## src/rtl/core/eased_tween_generator_top_macros.svh

```systemverilog
// ----------------------------------------------------------------------------
// Eased tween generator assertion macros
// Concurrent assertion helpers; empty when SYNTHESIS is defined.
// ----------------------------------------------------------------------------
`ifndef EASED_TWEEN_GENERATOR_TOP_MACROS_SVH
`define EASED_TWEEN_GENERATOR_TOP_MACROS_SVH

`ifndef SYNTHESIS
`define ETG_ASSERT(label, clk, rstn, prop) \
    label: assert property (@(posedge clk) disable iff (!rstn) (prop)) \
        else $error("assertion failed");
`define ETG_ASSERT_NEXT(label, clk, rstn, ante, cons) \
    label: assert property (@(posedge clk) disable iff (!rstn) (ante) |=> (cons)) \
        else $error("assertion failed");
`else
`define ETG_ASSERT(label, clk, rstn, prop)
`define ETG_ASSERT_NEXT(label, clk, rstn, ante, cons)
`endif

`endif

```

## src/rtl/core/etg_pkg.sv

```systemverilog
// ----------------------------------------------------------------------------
// Eased tween generator package
// Shared types, codes and the ease curve decoder.
// ----------------------------------------------------------------------------
package etg_pkg;

    typedef enum logic [2:0] {
        ACT_TICK        = 3'd0,
        ACT_PAUSE       = 3'd1,
        ACT_PLAY        = 3'd2,
        ACT_TOGGLE      = 3'd3,
        ACT_REWIND_LATE = 3'd4,
        ACT_REWIND      = 3'd5,
        ACT_STOP_LOOP   = 3'd6,
        ACT_ARM         = 3'd7
    } action_t;

    typedef enum logic [2:0] {
        REG_START_VALUE  = 3'd0,
        REG_END_VALUE    = 3'd1,
        REG_DURATION     = 3'd2,
        REG_START_DELAY  = 3'd3,
        REG_LOOP_DELAY   = 3'd4,
        REG_LOOP_MODE    = 3'd5,
        REG_REVERSE_LOOP = 3'd6,
        REG_EASE_CURVE   = 3'd7
    } cfg_reg_t;

    localparam logic [1:0] LOOP_OFF        = 2'd0;
    localparam logic [1:0] LOOP_WITH_DELAY = 2'd2;

    typedef enum logic [1:0] {
        CURVE_LINEAR = 2'd0,
        CURVE_IN     = 2'd1,
        CURVE_OUT    = 2'd2,
        CURVE_INOUT  = 2'd3
    } curve_kind_t;

    typedef struct packed {
        curve_kind_t kind;
        logic [2:0]  steps;
    } curve_t;

    typedef enum logic [2:0] {
        ST_IDLE   = 3'd0,
        ST_APPLY  = 3'd1,
        ST_DIVIDE = 3'd2,
        ST_PREP   = 3'd3,
        ST_POWER  = 3'd4,
        ST_SHAPE  = 3'd5,
        ST_SCALE  = 3'd6,
        ST_EMIT   = 3'd7
    } state_t;

    typedef struct packed {
        logic capture;
        logic apply;
        logic div_step;
        logic div_last;
        logic ease_load;
        logic pow_step;
        logic shape;
        logic scale;
        logic emit;
    } cmd_t;

    typedef struct packed {
        logic       div_start;
        logic [2:0] pow_steps;
        logic       out_free;
    } status_t;

    function automatic curve_t curve_decode(input logic [3:0] code);
        curve_t c;
        case (code)
            4'd1:    c = '{CURVE_IN,    3'd1};
            4'd2:    c = '{CURVE_OUT,   3'd1};
            4'd3:    c = '{CURVE_INOUT, 3'd1};
            4'd4:    c = '{CURVE_IN,    3'd2};
            4'd5:    c = '{CURVE_OUT,   3'd2};
            4'd6:    c = '{CURVE_INOUT, 3'd2};
            4'd7:    c = '{CURVE_IN,    3'd3};
            4'd8:    c = '{CURVE_OUT,   3'd3};
            4'd9:    c = '{CURVE_INOUT, 3'd3};
            4'd10:   c = '{CURVE_IN,    3'd4};
            4'd11:   c = '{CURVE_OUT,   3'd4};
            4'd12:   c = '{CURVE_INOUT, 3'd4};
            default: c = '{CURVE_LINEAR, 3'd0};
        endcase
        return c;
    endfunction

endpackage

```

## src/rtl/core/etg_controller.sv

```systemverilog
// ----------------------------------------------------------------------------
// Eased tween generator controller
// Sequences apply, divide, power, shape, scale and emit steps.
// ----------------------------------------------------------------------------
module etg_controller #(
    parameter int FRACTION_BITS = 16
) (
    input  logic              aclk,
    input  logic              aresetn,
    input  logic              s_valid,
    output logic              s_ready,
    input  etg_pkg::status_t  status,
    output etg_pkg::cmd_t     cmd
);

    localparam int CNT_BITS = $clog2(FRACTION_BITS + 1);

    etg_pkg::state_t     state_reg, state_next;
    logic [CNT_BITS-1:0] cnt_reg, cnt_next;

    always_ff @(posedge aclk) begin
        if (!aresetn) begin
            state_reg <= etg_pkg::ST_IDLE;
            cnt_reg   <= '0;
        end else begin
            state_reg <= state_next;
            cnt_reg   <= cnt_next;
        end
    end

    always_comb begin
        state_next = state_reg;
        cnt_next   = cnt_reg;
        cmd        = '0;
        s_ready    = 1'b0;
        case (state_reg)
            etg_pkg::ST_IDLE: begin
                s_ready = 1'b1;
                if (s_valid) begin
                    cmd.capture = 1'b1;
                    state_next  = etg_pkg::ST_APPLY;
                end
            end
            etg_pkg::ST_APPLY: begin
                cmd.apply = 1'b1;
                cnt_next  = '0;
                state_next = status.div_start ? etg_pkg::ST_DIVIDE : etg_pkg::ST_PREP;
            end
            etg_pkg::ST_DIVIDE: begin
                cmd.div_step = 1'b1;
                cnt_next     = cnt_reg + 1'b1;
                if (cnt_reg == CNT_BITS'(FRACTION_BITS - 1)) begin
                    cmd.div_last = 1'b1;
                    state_next   = etg_pkg::ST_PREP;
                end
            end
            etg_pkg::ST_PREP: begin
                cmd.ease_load = 1'b1;
                cnt_next      = '0;
                state_next = (status.pow_steps == 3'd0) ? etg_pkg::ST_SHAPE : etg_pkg::ST_POWER;
            end
            etg_pkg::ST_POWER: begin
                cmd.pow_step = 1'b1;
                cnt_next     = cnt_reg + 1'b1;
                if (cnt_reg == CNT_BITS'(status.pow_steps - 3'd1)) begin
                    state_next = etg_pkg::ST_SHAPE;
                end
            end
            etg_pkg::ST_SHAPE: begin
                cmd.shape  = 1'b1;
                state_next = etg_pkg::ST_SCALE;
            end
            etg_pkg::ST_SCALE: begin
                cmd.scale  = 1'b1;
                state_next = etg_pkg::ST_EMIT;
            end
            etg_pkg::ST_EMIT: begin
                if (status.out_free) begin
                    cmd.emit   = 1'b1;
                    state_next = etg_pkg::ST_IDLE;
                end
            end
            default: begin
                state_next = etg_pkg::ST_IDLE;
            end
        endcase
    end

endmodule

```

## src/rtl/core/etg_datapath.sv

```systemverilog
// ----------------------------------------------------------------------------
// Eased tween generator datapath
// Tween state, divider, power and scale multipliers and output register.
// ----------------------------------------------------------------------------
`include "eased_tween_generator_top_macros.svh"

module etg_datapath #(
    parameter int TIME_BITS     = 16,
    parameter int FRACTION_BITS = 16,
    parameter int VALUE_BITS    = 16
) (
    input  logic                         aclk,
    input  logic                         aresetn,
    input  etg_pkg::cmd_t                cmd,
    output etg_pkg::status_t             status,
    input  logic                         cfg_we,
    input  logic [2:0]                   cfg_index,
    input  logic [((VALUE_BITS > TIME_BITS) ? VALUE_BITS : TIME_BITS)-1:0] cfg_wdata,
    input  logic [2:0]                   s_action,
    input  logic [TIME_BITS-1:0]         s_delta_time,
    output logic                         m_valid,
    input  logic                         m_ready,
    output logic signed [VALUE_BITS-1:0] m_value,
    output logic [FRACTION_BITS:0]       m_progress,
    output logic                         m_ended,
    output logic                         m_first_loop
);

    localparam int T = TIME_BITS;
    localparam int F = FRACTION_BITS;
    localparam int V = VALUE_BITS;
    localparam logic [F:0] ONE  = {1'b1, {F{1'b0}}};
    localparam logic [F:0] HALF = {2'b01, {(F-1){1'b0}}};

    logic [V-1:0] start_value_reg, end_value_reg;
    logic [T-1:0] duration_reg, start_delay_reg, loop_delay_reg;
    logic [1:0]   loop_mode_reg;
    logic         reverse_loop_reg;
    logic [3:0]   ease_curve_reg;

    logic [T:0]   elapsed_reg;
    logic [F:0]   raw_progress_reg;
    logic [T-1:0] active_delay_reg;
    logic armed_reg, ended_reg, paused_reg, looping_reg, reversed_reg, first_pass_reg;

    etg_pkg::action_t action_reg;
    logic [T-1:0] delta_reg;
    logic [T-1:0] rem_reg;
    logic [F-2:0] quot_reg;
    logic [F:0]   prog_reg, x_reg, p_reg, eased_reg;
    logic         lower_reg;
    logic [V:0]   mag_reg, prod_reg;
    logic         neg_reg;

    logic         m_valid_reg;
    logic [V-1:0] m_value_reg;
    logic [F:0]   m_progress_reg;
    logic         m_ended_reg, m_first_loop_reg;

    logic [T+1:0] sum, end_time;
    logic         reached, tick_live;
    logic [T:0]   rem_shift;
    logic         rem_ge;
    logic [F:0]   adj_prog, flipped, u_val;
    logic         passed, sel_u;
    logic [2*F+1:0] pow_prod;
    logic [F+4:0] p_shift;
    logic [F:0]   p_scaled;
    logic [V:0]   diff;
    logic [F+V+1:0] scale_prod;
    logic [V+1:0] val_sum;
    etg_pkg::curve_t curve;

    assign curve     = etg_pkg::curve_decode(ease_curve_reg);
    assign sum       = {1'b0, elapsed_reg} + (paused_reg ? '0 : {2'b00, delta_reg});
    assign end_time  = {2'b00, duration_reg} + {2'b00, active_delay_reg};
    assign reached   = sum >= end_time;
    assign tick_live = armed_reg && !ended_reg;

    assign status.div_start = (action_reg == etg_pkg::ACT_TICK) && tick_live && !reached
                              && (sum > {2'b00, active_delay_reg}) && (duration_reg != '0);
    assign status.pow_steps = curve.steps;
    assign status.out_free  = !m_valid_reg || m_ready;

    assign rem_shift = {rem_reg, 1'b0};
    assign rem_ge    = rem_shift >= {1'b0, duration_reg};

    assign flipped = ONE - raw_progress_reg;
    assign passed  = elapsed_reg > {1'b0, active_delay_reg};
    always_comb begin
        if (!reverse_loop_reg) begin
            adj_prog = raw_progress_reg;
        end else if (reversed_reg) begin
            adj_prog = passed ? flipped : raw_progress_reg;
        end else begin
            adj_prog = (passed || first_pass_reg) ? raw_progress_reg : flipped;
        end
    end

    assign u_val = ONE - adj_prog;
    assign sel_u = (curve.kind == etg_pkg::CURVE_OUT)
                   || ((curve.kind == etg_pkg::CURVE_INOUT) && (adj_prog >= HALF));

    assign pow_prod = p_reg * x_reg;
    assign p_shift  = {4'b0000, p_reg} << (curve.steps);
    assign p_scaled = p_shift[F:0];

    assign diff       = {end_value_reg[V-1], end_value_reg} - {start_value_reg[V-1], start_value_reg};
    assign scale_prod = eased_reg * mag_reg;
    assign val_sum    = {{2{start_value_reg[V-1]}}, start_value_reg}
                        + (neg_reg ? -{1'b0, prod_reg} : {1'b0, prod_reg});

    always_ff @(posedge aclk) begin
        if (!aresetn) begin
            start_value_reg  <= '0;
            end_value_reg    <= '0;
            duration_reg     <= '0;
            start_delay_reg  <= '0;
            loop_delay_reg   <= '0;
            loop_mode_reg    <= '0;
            reverse_loop_reg <= 1'b0;
            ease_curve_reg   <= '0;
        end else if (cfg_we) begin
            case (cfg_index)
                etg_pkg::REG_START_VALUE:  start_value_reg  <= cfg_wdata[V-1:0];
                etg_pkg::REG_END_VALUE:    end_value_reg    <= cfg_wdata[V-1:0];
                etg_pkg::REG_DURATION:     duration_reg     <= cfg_wdata[T-1:0];
                etg_pkg::REG_START_DELAY:  start_delay_reg  <= cfg_wdata[T-1:0];
                etg_pkg::REG_LOOP_DELAY:   loop_delay_reg   <= cfg_wdata[T-1:0];
                etg_pkg::REG_LOOP_MODE:    loop_mode_reg    <= cfg_wdata[1:0];
                etg_pkg::REG_REVERSE_LOOP: reverse_loop_reg <= cfg_wdata[0];
                etg_pkg::REG_EASE_CURVE:   ease_curve_reg   <= cfg_wdata[3:0];
                default: begin
                end
            endcase
        end
    end

    always_ff @(posedge aclk) begin
        if (!aresetn) begin
            elapsed_reg      <= '0;
            raw_progress_reg <= '0;
            active_delay_reg <= '0;
            armed_reg        <= 1'b0;
            ended_reg        <= 1'b0;
            paused_reg       <= 1'b0;
            looping_reg      <= 1'b0;
            reversed_reg     <= 1'b0;
            first_pass_reg   <= 1'b1;
        end else if (cmd.apply) begin
            case (action_reg)
                etg_pkg::ACT_TICK: begin
                    if (tick_live) begin
                        if (reached) begin
                            raw_progress_reg <= ONE;
                            if (looping_reg) begin
                                elapsed_reg    <= '0;
                                first_pass_reg <= 1'b0;
                                if (loop_mode_reg == etg_pkg::LOOP_WITH_DELAY) begin
                                    active_delay_reg <= loop_delay_reg;
                                end
                                if (reverse_loop_reg) begin
                                    reversed_reg <= !reversed_reg;
                                end
                            end else begin
                                elapsed_reg <= end_time[T:0];
                                ended_reg   <= 1'b1;
                            end
                        end else begin
                            elapsed_reg <= sum[T:0];
                        end
                    end
                end
                etg_pkg::ACT_PAUSE:  paused_reg <= 1'b1;
                etg_pkg::ACT_PLAY:   paused_reg <= 1'b0;
                etg_pkg::ACT_TOGGLE: paused_reg <= !paused_reg;
                etg_pkg::ACT_REWIND_LATE: begin
                    elapsed_reg <= {1'b0, active_delay_reg};
                    ended_reg   <= 1'b0;
                end
                etg_pkg::ACT_REWIND: begin
                    elapsed_reg <= '0;
                    ended_reg   <= 1'b0;
                end
                etg_pkg::ACT_STOP_LOOP: looping_reg <= 1'b0;
                etg_pkg::ACT_ARM: begin
                    elapsed_reg      <= '0;
                    raw_progress_reg <= '0;
                    active_delay_reg <= start_delay_reg;
                    armed_reg        <= 1'b1;
                    ended_reg        <= 1'b0;
                    paused_reg       <= 1'b0;
                    looping_reg      <= (loop_mode_reg != etg_pkg::LOOP_OFF);
                    reversed_reg     <= 1'b0;
                    first_pass_reg   <= 1'b1;
                end
                default: begin
                end
            endcase
        end else if (cmd.div_last) begin
            raw_progress_reg <= {1'b0, quot_reg, rem_ge};
        end
    end

    always_ff @(posedge aclk) begin
        if (cmd.capture) begin
            action_reg <= etg_pkg::action_t'(s_action);
            delta_reg  <= s_delta_time;
        end
        if (cmd.apply) begin
            rem_reg  <= T'(sum - {2'b00, active_delay_reg});
            quot_reg <= '0;
        end else if (cmd.div_step) begin
            rem_reg  <= rem_ge ? T'(rem_shift - {1'b0, duration_reg}) : rem_shift[T-1:0];
            quot_reg <= {quot_reg[F-3:0], rem_ge};
        end
        if (cmd.ease_load) begin
            prog_reg  <= adj_prog;
            x_reg     <= sel_u ? u_val : adj_prog;
            p_reg     <= sel_u ? u_val : adj_prog;
            lower_reg <= !sel_u;
        end else if (cmd.pow_step) begin
            p_reg <= pow_prod[F +: F+1];
        end
        if (cmd.shape) begin
            case (curve.kind)
                etg_pkg::CURVE_IN:    eased_reg <= p_reg;
                etg_pkg::CURVE_OUT:   eased_reg <= ONE - p_reg;
                etg_pkg::CURVE_INOUT: eased_reg <= lower_reg ? p_scaled : ONE - p_scaled;
                default:              eased_reg <= prog_reg;
            endcase
            neg_reg <= diff[V];
            mag_reg <= diff[V] ? -diff : diff;
        end
        if (cmd.scale) begin
            prod_reg <= scale_prod[F +: V+1];
        end
        if (cmd.emit) begin
            m_value_reg      <= val_sum[V-1:0];
            m_progress_reg   <= prog_reg;
            m_ended_reg      <= ended_reg;
            m_first_loop_reg <= first_pass_reg;
        end
    end

    always_ff @(posedge aclk) begin
        if (!aresetn) begin
            m_valid_reg <= 1'b0;
        end else if (cmd.emit) begin
            m_valid_reg <= 1'b1;
        end else if (m_ready) begin
            m_valid_reg <= 1'b0;
        end
    end

    assign m_valid      = m_valid_reg;
    assign m_value      = $signed(m_value_reg);
    assign m_progress   = m_progress_reg;
    assign m_ended      = m_ended_reg;
    assign m_first_loop = m_first_loop_reg;

    `ETG_ASSERT(a_raw_progress_bound, aclk, aresetn, raw_progress_reg <= ONE)
    `ETG_ASSERT_NEXT(a_eased_bound, aclk, aresetn, cmd.shape, eased_reg <= ONE)
    `ETG_ASSERT_NEXT(a_emit_valid, aclk, aresetn, cmd.emit, m_valid_reg && !cmd.emit)

endmodule

```

## src/rtl/core/eased_tween_generator_top.sv

```systemverilog
// ----------------------------------------------------------------------------
// Eased tween generator
// Tween engine with delay, looping and polynomial easing curves.
// ----------------------------------------------------------------------------
// Usage: configure through cfg_we/cfg_index/cfg_wdata while no transaction is
// in flight, then send actions (tick, pause, play, toggle, rewinds, stop loop,
// re-arm) on the s_ channel. Every accepted transaction yields exactly one
// result on the m_ channel: eased value, progress, ended and first pass.
// Steps: after acceptance the controller runs apply, then for a tick that
// lands inside the active window a divide (one quotient bit per cycle), then
// prep, the multiplies of the power chain (0 to 4, set by the curve), shape,
// scale and emit; one item is in work at a time.
// The result sits in an output register, so the next transaction is accepted
// while the previous result waits; if the receiver stalls, a finished result
// waits in the emit step until the output register frees.
// Reset (aresetn low, synchronous) clears the configuration registers, tween
// state and output valid; the engine stays unarmed until a re-arm action.
// ----------------------------------------------------------------------------
module eased_tween_generator_top #(
    parameter int TIME_BITS     = 16,
    parameter int FRACTION_BITS = 16,
    parameter int VALUE_BITS    = 16
) (
    input  logic                         aclk,
    input  logic                         aresetn,
    input  logic                         cfg_we,
    input  logic [2:0]                   cfg_index,
    input  logic [((VALUE_BITS > TIME_BITS) ? VALUE_BITS : TIME_BITS)-1:0] cfg_wdata,
    input  logic                         s_valid,
    output logic                         s_ready,
    input  logic [2:0]                   s_action,
    input  logic [TIME_BITS-1:0]         s_delta_time,
    output logic                         m_valid,
    input  logic                         m_ready,
    output logic signed [VALUE_BITS-1:0] m_value,
    output logic [FRACTION_BITS:0]       m_progress,
    output logic                         m_ended,
    output logic                         m_first_loop
);

    etg_pkg::cmd_t    cmd;
    etg_pkg::status_t status;

    etg_controller #(
        .FRACTION_BITS(FRACTION_BITS)
    ) u_ctrl (
        .aclk    (aclk),
        .aresetn (aresetn),
        .s_valid (s_valid),
        .s_ready (s_ready),
        .status  (status),
        .cmd     (cmd)
    );

    etg_datapath #(
        .TIME_BITS     (TIME_BITS),
        .FRACTION_BITS (FRACTION_BITS),
        .VALUE_BITS    (VALUE_BITS)
    ) u_dp (
        .aclk         (aclk),
        .aresetn      (aresetn),
        .cmd          (cmd),
        .status       (status),
        .cfg_we       (cfg_we),
        .cfg_index    (cfg_index),
        .cfg_wdata    (cfg_wdata),
        .s_action     (s_action),
        .s_delta_time (s_delta_time),
        .m_valid      (m_valid),
        .m_ready      (m_ready),
        .m_value      (m_value),
        .m_progress   (m_progress),
        .m_ended      (m_ended),
        .m_first_loop (m_first_loop)
    );

endmodule
```

## config.mk

```make
export PLATFORM = sky130hd
export DESIGN_NAME = eased_tween_generator_top
export DESIGN_NICKNAME = d
export VERILOG_FILES = /design/src/rtl/core/etg_pkg.sv /design/src/rtl/core/etg_controller.sv /design/src/rtl/core/etg_datapath.sv /design/src/rtl/core/eased_tween_generator_top.sv
export VERILOG_INCLUDE_DIRS = /design/src /design/src/rtl/core
export SDC_FILE = /design/constraint.sdc
export NUM_CORES = 2
export LEC_CHECK = 0
export BUFFER_PORTS_ARGS = -buffer_cell sky130_fd_sc_hd__buf_2
export CAP_MARGIN = 0
export CELL_PAD_IN_SITES_DETAIL_PLACEMENT = 0
export CELL_PAD_IN_SITES_GLOBAL_PLACEMENT = 2
export CORE_UTILIZATION = 35
export CTS_CLUSTER_DIAMETER = 200
export DETAILED_ROUTE_END_ITERATION = 8
export PLACE_DENSITY_LB_ADDON = 0.3
export SYNTH_ARGS = -nofsm -noshare
export SYNTH_HDL_FRONTEND = slang
export SYNTH_SLANG_ARGS = --single-unit
```

## constraint.sdc

```tcl
create_clock -name aclk -period 7.7 [get_ports aclk]
set_input_delay 0 -clock aclk [delete_from_list [all_inputs] [get_ports aclk]]
set_output_delay 0 -clock aclk [all_outputs]
set_load 0.01 [all_outputs]
```

# [Word-level counts from Yosys, hierarchy flattened]
# Memories as Yosys holds them, arrays and structs flattened. A register that Yosys moved wholly into a read port is not among the register bits.
# Cells that the tools add are included.
[word_totals] ff_bits=340 rom_bits=80 output_inout_bits=37 memories=1
[classes] addsub=14 mul=2 order_cmp=5 eq_ne=40 n_shift=1 muxes=68 reduce_logical=54
[mem_list] memory="(name not given)" words=16 width=5 rd=1 rd_ports_with_merged_regs=1 wr=0 line="etg_pkg.sv:75" source="case (code)"
[op_table] operator="17-bit two-way mux" n=15
[op_table] operator="16-bit two-way mux" n=10
[op_table] operator="17-bit case mux with 3 select lines" n=2
[op_table] operator="17-bit subtractor (first input constant)" n=4
[op_table] operator="3-bit == test (second input constant)" n=12
[op_table] operator="17-bit case mux with 2 select lines" n=1
[op_table] operator="17-bit by 17-bit multiplier with 33-bit output" n=1
[op_table] operator="17-bit by 17-bit multiplier with 32-bit output" n=1
[op_table] operator="16-bit case mux with 2 select lines" n=1
[op_table] operator="16-bit subtractor" n=2
[op_table] operator="1-bit two-way mux" n=25
[op_table] operator="3-bit case mux with 8 select lines" n=1
[op_table] operator="2-bit AND reduction" n=11
[op_table] operator="17-bit by 16-bit adder with 18-bit output" n=1
[op_table] operator="3-bit by 2-bit == test with 1-bit output (second input constant)" n=6
[op_table] operator="18-bit by 17-bit greater-or-equal comparator with 1-bit output" n=1
[op_table] operator="18-bit by 16-bit > comparator with 1-bit output" n=1
[op_table] operator="2-bit nonzero test" n=9
[op_table] operator="16-bit by 16-bit adder with 17-bit output" n=1
[op_table] operator="17-bit by 16-bit greater-or-equal comparator with 1-bit output" n=1
[op_table] operator="17-bit by 16-bit greater-or-equal comparator with 1-bit output (second input constant)" n=1
[op_table] operator="17-bit by 16-bit > comparator with 1-bit output" n=1
[op_table] operator="17-bit negation" n=1
[op_table] operator="17-bit by 3-bit left shift with 17-bit output" n=1
[op_table] operator="other kinds (32)" n=74

# [Logic depth before layout (Yosys ltp)]
[depth] ltp_word=10 ltp_mapped=27 ltp_nobuf=25

# [Modules after synthesis]
# From an unflattened synthesis, not the netlist that was laid out.
[unflattened] hier_cells=4354 area_unflattened_um2=38927.3
[by_module_without_submodules] module="etg_datapath" instances=1 cells_per_inst=4262 area_each_um2=38240.4
[by_module_without_submodules] module="etg_controller" instances=1 cells_per_inst=92 area_each_um2=686.9

# [Worst setup path after synthesis]
# No wires, ideal clock.
[synth_path] path_kind="reg-to-reg" startpoint="register u_dp.p_reg[0]" endpoint="register u_dp.p_reg[8], data pin" setup_ns=0.259 t_arrival_ns=6.731 required_time_ns=7.441 setup_slack_ns=0.710 path_stages_with_launch=25 n_path_buf=2 synth_period_minus_slack_ns=6.990 cell_sequence="edfxtp_1 -> clkbuf_1 -> clkbuf_1 -> nand2_1 -> fa_1 -> fa_1 -> inv_1 -> fa_1 -> fa_1 -> fa_1 -> inv_1 -> fa_1 -> inv_1 -> ha_1 -> a21oi_1 -> nor3b_1 -> inv_1 -> o21bai_1 -> nor2_1 -> a2111oi_0 -> o21ai_0 -> and2_1 -> or3_1 -> a21oi_1 -> nor2_1"
[synth_via] elab_chain_len=3
[synth_lines] element="start, declared" line="etg_datapath.sv:50" source="logic [F:0] prog_reg, x_reg, p_reg, eased_reg;"
[synth_lines] element="start signal, assigned" line="etg_datapath.sv:220" source="p_reg <= sel_u ? u_val : adj_prog;"
[synth_lines] element="start signal, assigned" line="etg_datapath.sv:223" source="p_reg <= pow_prod[F +: F+1];"
[synth_lines] element="17-bit by 17-bit multiplier with 33-bit output" line="etg_datapath.sv:104" source="assign pow_prod = p_reg * x_reg;"
[synth_lines] element="17-bit two-way mux" line="etg_datapath.sv:222" source="end else if (cmd.pow_step) begin"
[synth_lines] element="17-bit two-way mux" line="etg_datapath.sv:217" source="if (cmd.ease_load) begin"
# Every way passes these cells. The select of a mux whose other input is x is not followed.
# A chain may end at the register's enable or synchronous reset.

# [Worst setup path in the final report]
[layout_path] startpoint="register u_dp.x_reg[7]" endpoint="register u_dp.p_reg[16], data pin"
[layout_via] elab_chain_len=3
[layout_lines] element="start, declared" line="etg_datapath.sv:50"
[layout_lines] element="start signal, assigned" line="etg_datapath.sv:219" source="x_reg <= sel_u ? u_val : adj_prog;"
[layout_lines] element="17-bit by 17-bit multiplier with 33-bit output" line="etg_datapath.sv:104"
[layout_lines] element="17-bit two-way mux" line="etg_datapath.sv:222"
[layout_lines] element="17-bit two-way mux" line="etg_datapath.sv:217"
# Every way passes these cells. The select of a mux whose other input is x is not followed.

==> impl_results.md <==
- Skew final: 0.0295 ns
- Final wirelength: 112000 um
- Worst R2R Start: u_dp.x_reg[7]$_DFFE_PP_
- Startpoint types: flop
- 1st-pass router iterations: 7
- Area Growth Syn to Fin: 10.8%
- # setup viols final: 0
- Hold Path Cell Cnt: 5
- Average routed wire per standard cell: 19.0 um
- Crit Path Max Fanout: 17
- Setup repair bufs after CTS: 0
- DIE AREA: 112000 um2
- Die Wd: 335 um
- Layout cells sized above 1: 6.76%
- WP data arrival: 7.74 ns
- Least-Margin Pin Slew: 1.20 ns
- Yosys cell types: 81
- Post-Synthesis Cells: 4308
- Required @ worst endpoint: 8.06 ns
- Core Area: 109000 um2
- CTS root buf: clkbuf_16
- Hold path startpoint: cfg_index[0]
- Final Critical Period: 7.37 ns
- Post-Synth XOR/XNOR Area: 4.36%
- NumNets Final: 5211
- GRT Total Usage: 20.5%
- Post-DR vias/cell: 4.94
- Clock Sinks: 344
- Post-route ant nets: 0
- Register-to-Register Setup Slack: 0.33 ns
- Worst-Skew Late Latency: 0.62 ns
- Largest net degree at the start of global routing: 84
- Die Height: 335 um
- Multiplexer share of the synthesized area: 2.94%
- Syn_area_per_cell: 8.99 um2
- Slew Limit Fails: 0
- I/O pin cnt: 80
- Vias in the first global route: 30200
- Post-synthesis register bit count: 344
- Critical path class: reg -> reg
- Commonest non-fill, non-tap cell in the layout: inv_1
- Rel. slew slack: 18.8%
- Crit. End Element: flop
- CTS max path bufs: 3
- Global-route wire length before repair: 179000 um
- Seq/Total Area, Yosys: 22.2%
- Slowest CP cell: edfxtp_1
- Starting density of the core: 35.4%
- Simple-gate share of the synthesized area: 16.9%
- Crit path cell chain: and2_1 -> fa_1 -> inv_1 -> fa_1 -> fa_1 -> fa_1 -> inv_1 -> fa_1 -> inv_1 -> fa_1 -> inv_1 -> ha_1 -> o21a_1 -> o2111ai_1 -> o211ai_1 -> o21ba_2 -> o21ai_1 -> o31ai_1 -> o41a_1 -> a211o_1 -> a21oi_1 -> xnor2_1 -> mux2_1
- Max Fclk: 136 MHz
- Placer congestion estimate: 0.851
- Adder and majority cell fraction of the synthesized area: 34.2%
- PortBufs: 79
- FP Rows: 121
- Synth warn: 0
- Layout fillers: 11200
- Clk slew on worst S/H paths: 0.06 ns
- RR Endpoint: u_dp.p_reg[16]$_DFFE_PP_
- HPWL Detailed: 88800 um
- Number of flops mapped to enable cells by yosys: 172
- GRT overflow: 0
- Final hold violation count: 0
- Synthesized net count: 5142
- Via count: 29100
- CTS tree: yes
- Post-synthesis cell area: 38700 um2
- Setup TNS: 0 ns
- Largest family of logic cells by synthesized area: adder cells
- Initial DRC count: 1778
- Layout Utilization: 39.3%
- Antenna violations before repair: 0
- CTS Buf Count: 44
- Most frequent cells in the layout: inv_1 (700), nand2_1 (670), fa_1 (448)
- Fraction of registers with async set/reset: 0%
- Slowest stage delay, CP: 0.64 ns
- RSZ-0062 raised after global routing: no
- Reg2Reg Depth: 23
- Crit path top cell by count: fa_1
- Drt drc: 0
- # Max-Cap Violations: 0
- H-tree depth: 2
- Status: complete, no violations
- Post-synthesis compound-gate area fraction: 10.7%
- Hold path endpoint: u_dp.reverse_loop_reg$_SDFFE_PN0P_
- Period utilization: 95.8%
- Primary FF master, synth: edfxtp_1
- Hold WC Path Type: in -> reg
cells in the mapped netlist (all sizes together), types with 33 or more instances:
cell	number	area [um2]
xor2	54	473
nor3	53	265
edfxtp	172	5160
dfxtp	172	3440
fa	448	8970
ha	343	4290
nor2	166	623
nand2	670	2510
nand3	44	220
o21a	33	249
inv	702	2640
o21ai	114	571
clkbuf	176	661
nor2b	60	375
a21boi	93	698
and2	259	1620
a21o	38	285
mux2i	45	450
a21oi	147	736
xnor2	139	1220
worst max-delay path, delay by kind of cell (launching register included):
kind | cells | cell delay (ns)
multiplexers | 1 | 0.29
AND/OR/NAND/NOR | 1 | 0.30
adder cells (fa/ha/maj) | 7 | 3.41
flip-flops | 1 | 0.64
AO/OA/AOI/OAI | 9 | 2.17
XOR/XNOR | 1 | 0.10
buffers and inverters | 4 | 0.20
per-stage QoR:
stage / cell area, um2 / cells / setup WS [ns] / hold WS, ns
after global placement: 41000 / 5768 / 0.303 / 0.178
final: 42900 / 5888 / 0.325 / 0.0483
after detailed placement: 41000 / 5768 / 0.207 / 0.178
after CTS: 42900 / 5887 / 0.192 / 0.00425
after global routing: 42900 / 5887 / 0.0134 / 0.0798
after floorplan: 38700 / 4308 / 0.710 / 0.0989
metal layers:
metal | track usage, % | part of all wire (%) | vias to the layer above
li1 | - | - | 14100
met1 | 29.1 | 48 | 14400
met2 | 33.6 | 47 | 488
met3 | 2.32 | 3.6 | 105
met4 | 3.67 | 1.6 | 0
met5 | 0 | 0 | -
cells by family (layout without fill, tap and decap cells):
family | after synthesis | count (layout)
compound gates | 623 | 623
xor+xnor | 193 | 193
other cells | 0 | 1
simple gates | 1387 | 1387
buf+inv | 891 | 994
mux | 79 | 79
fa+ha+maj | 791 | 791
flops | 344 | 344
final cells by class:
type                            instances  area, um2  share of cell area [%]
Antenna cell                            1       2.50                 0.00583
Clock buffer                           54       1190                    2.77
Clock inverter                         26        358                   0.834
Inverter                              702       2640                    6.14
Multi-Input combinational cell       3073      26800                    62.4
Sequential cell                       344       8610                    20.1
Tap cell                             1476       1850                    4.30
Timing Repair Buffer                  212       1490                    3.48
worst max-delay path by stage:
stage | startpoint | to | slack (ns) | cells past startpoint
3_5_place_dp | u_dp.x_reg[7]$_DFFE_PP_ | u_dp.p_reg[16]$_DFFE_PP_ | 0.21 | 23
6_report | u_dp.x_reg[7]$_DFFE_PP_ | u_dp.p_reg[16]$_DFFE_PP_ | 0.33 | 23
4_1_cts | u_dp.x_reg[7]$_DFFE_PP_ | u_dp.p_reg[16]$_DFFE_PP_ | 0.19 | 23
3_3_place_gp | u_dp.x_reg[7]$_DFFE_PP_ | u_dp.p_reg[16]$_DFFE_PP_ | 0.30 | 23
2_1_floorplan | u_dp.p_reg[0]$_DFFE_PP_ | u_dp.p_reg[8]$_DFFE_PP_ | 0.71 | 24
5_1_grt | u_dp.x_reg[7]$_DFFE_PP_ | u_dp.p_reg[8]$_DFFE_PP_ | 0.01 | 24
what timing repair did:
action | 4_1_cts | 5_1_grt
endpoints found under the setup margin | 0 | 3
gates resized for setup | 0 | 2
hold endpoints to repair | 136 | 0
hold buffers | 39 | 0
Power is left out: the tool's default activity adds up to more than one toggle a clock period on the data nets, which glitch-free logic cannot reach.
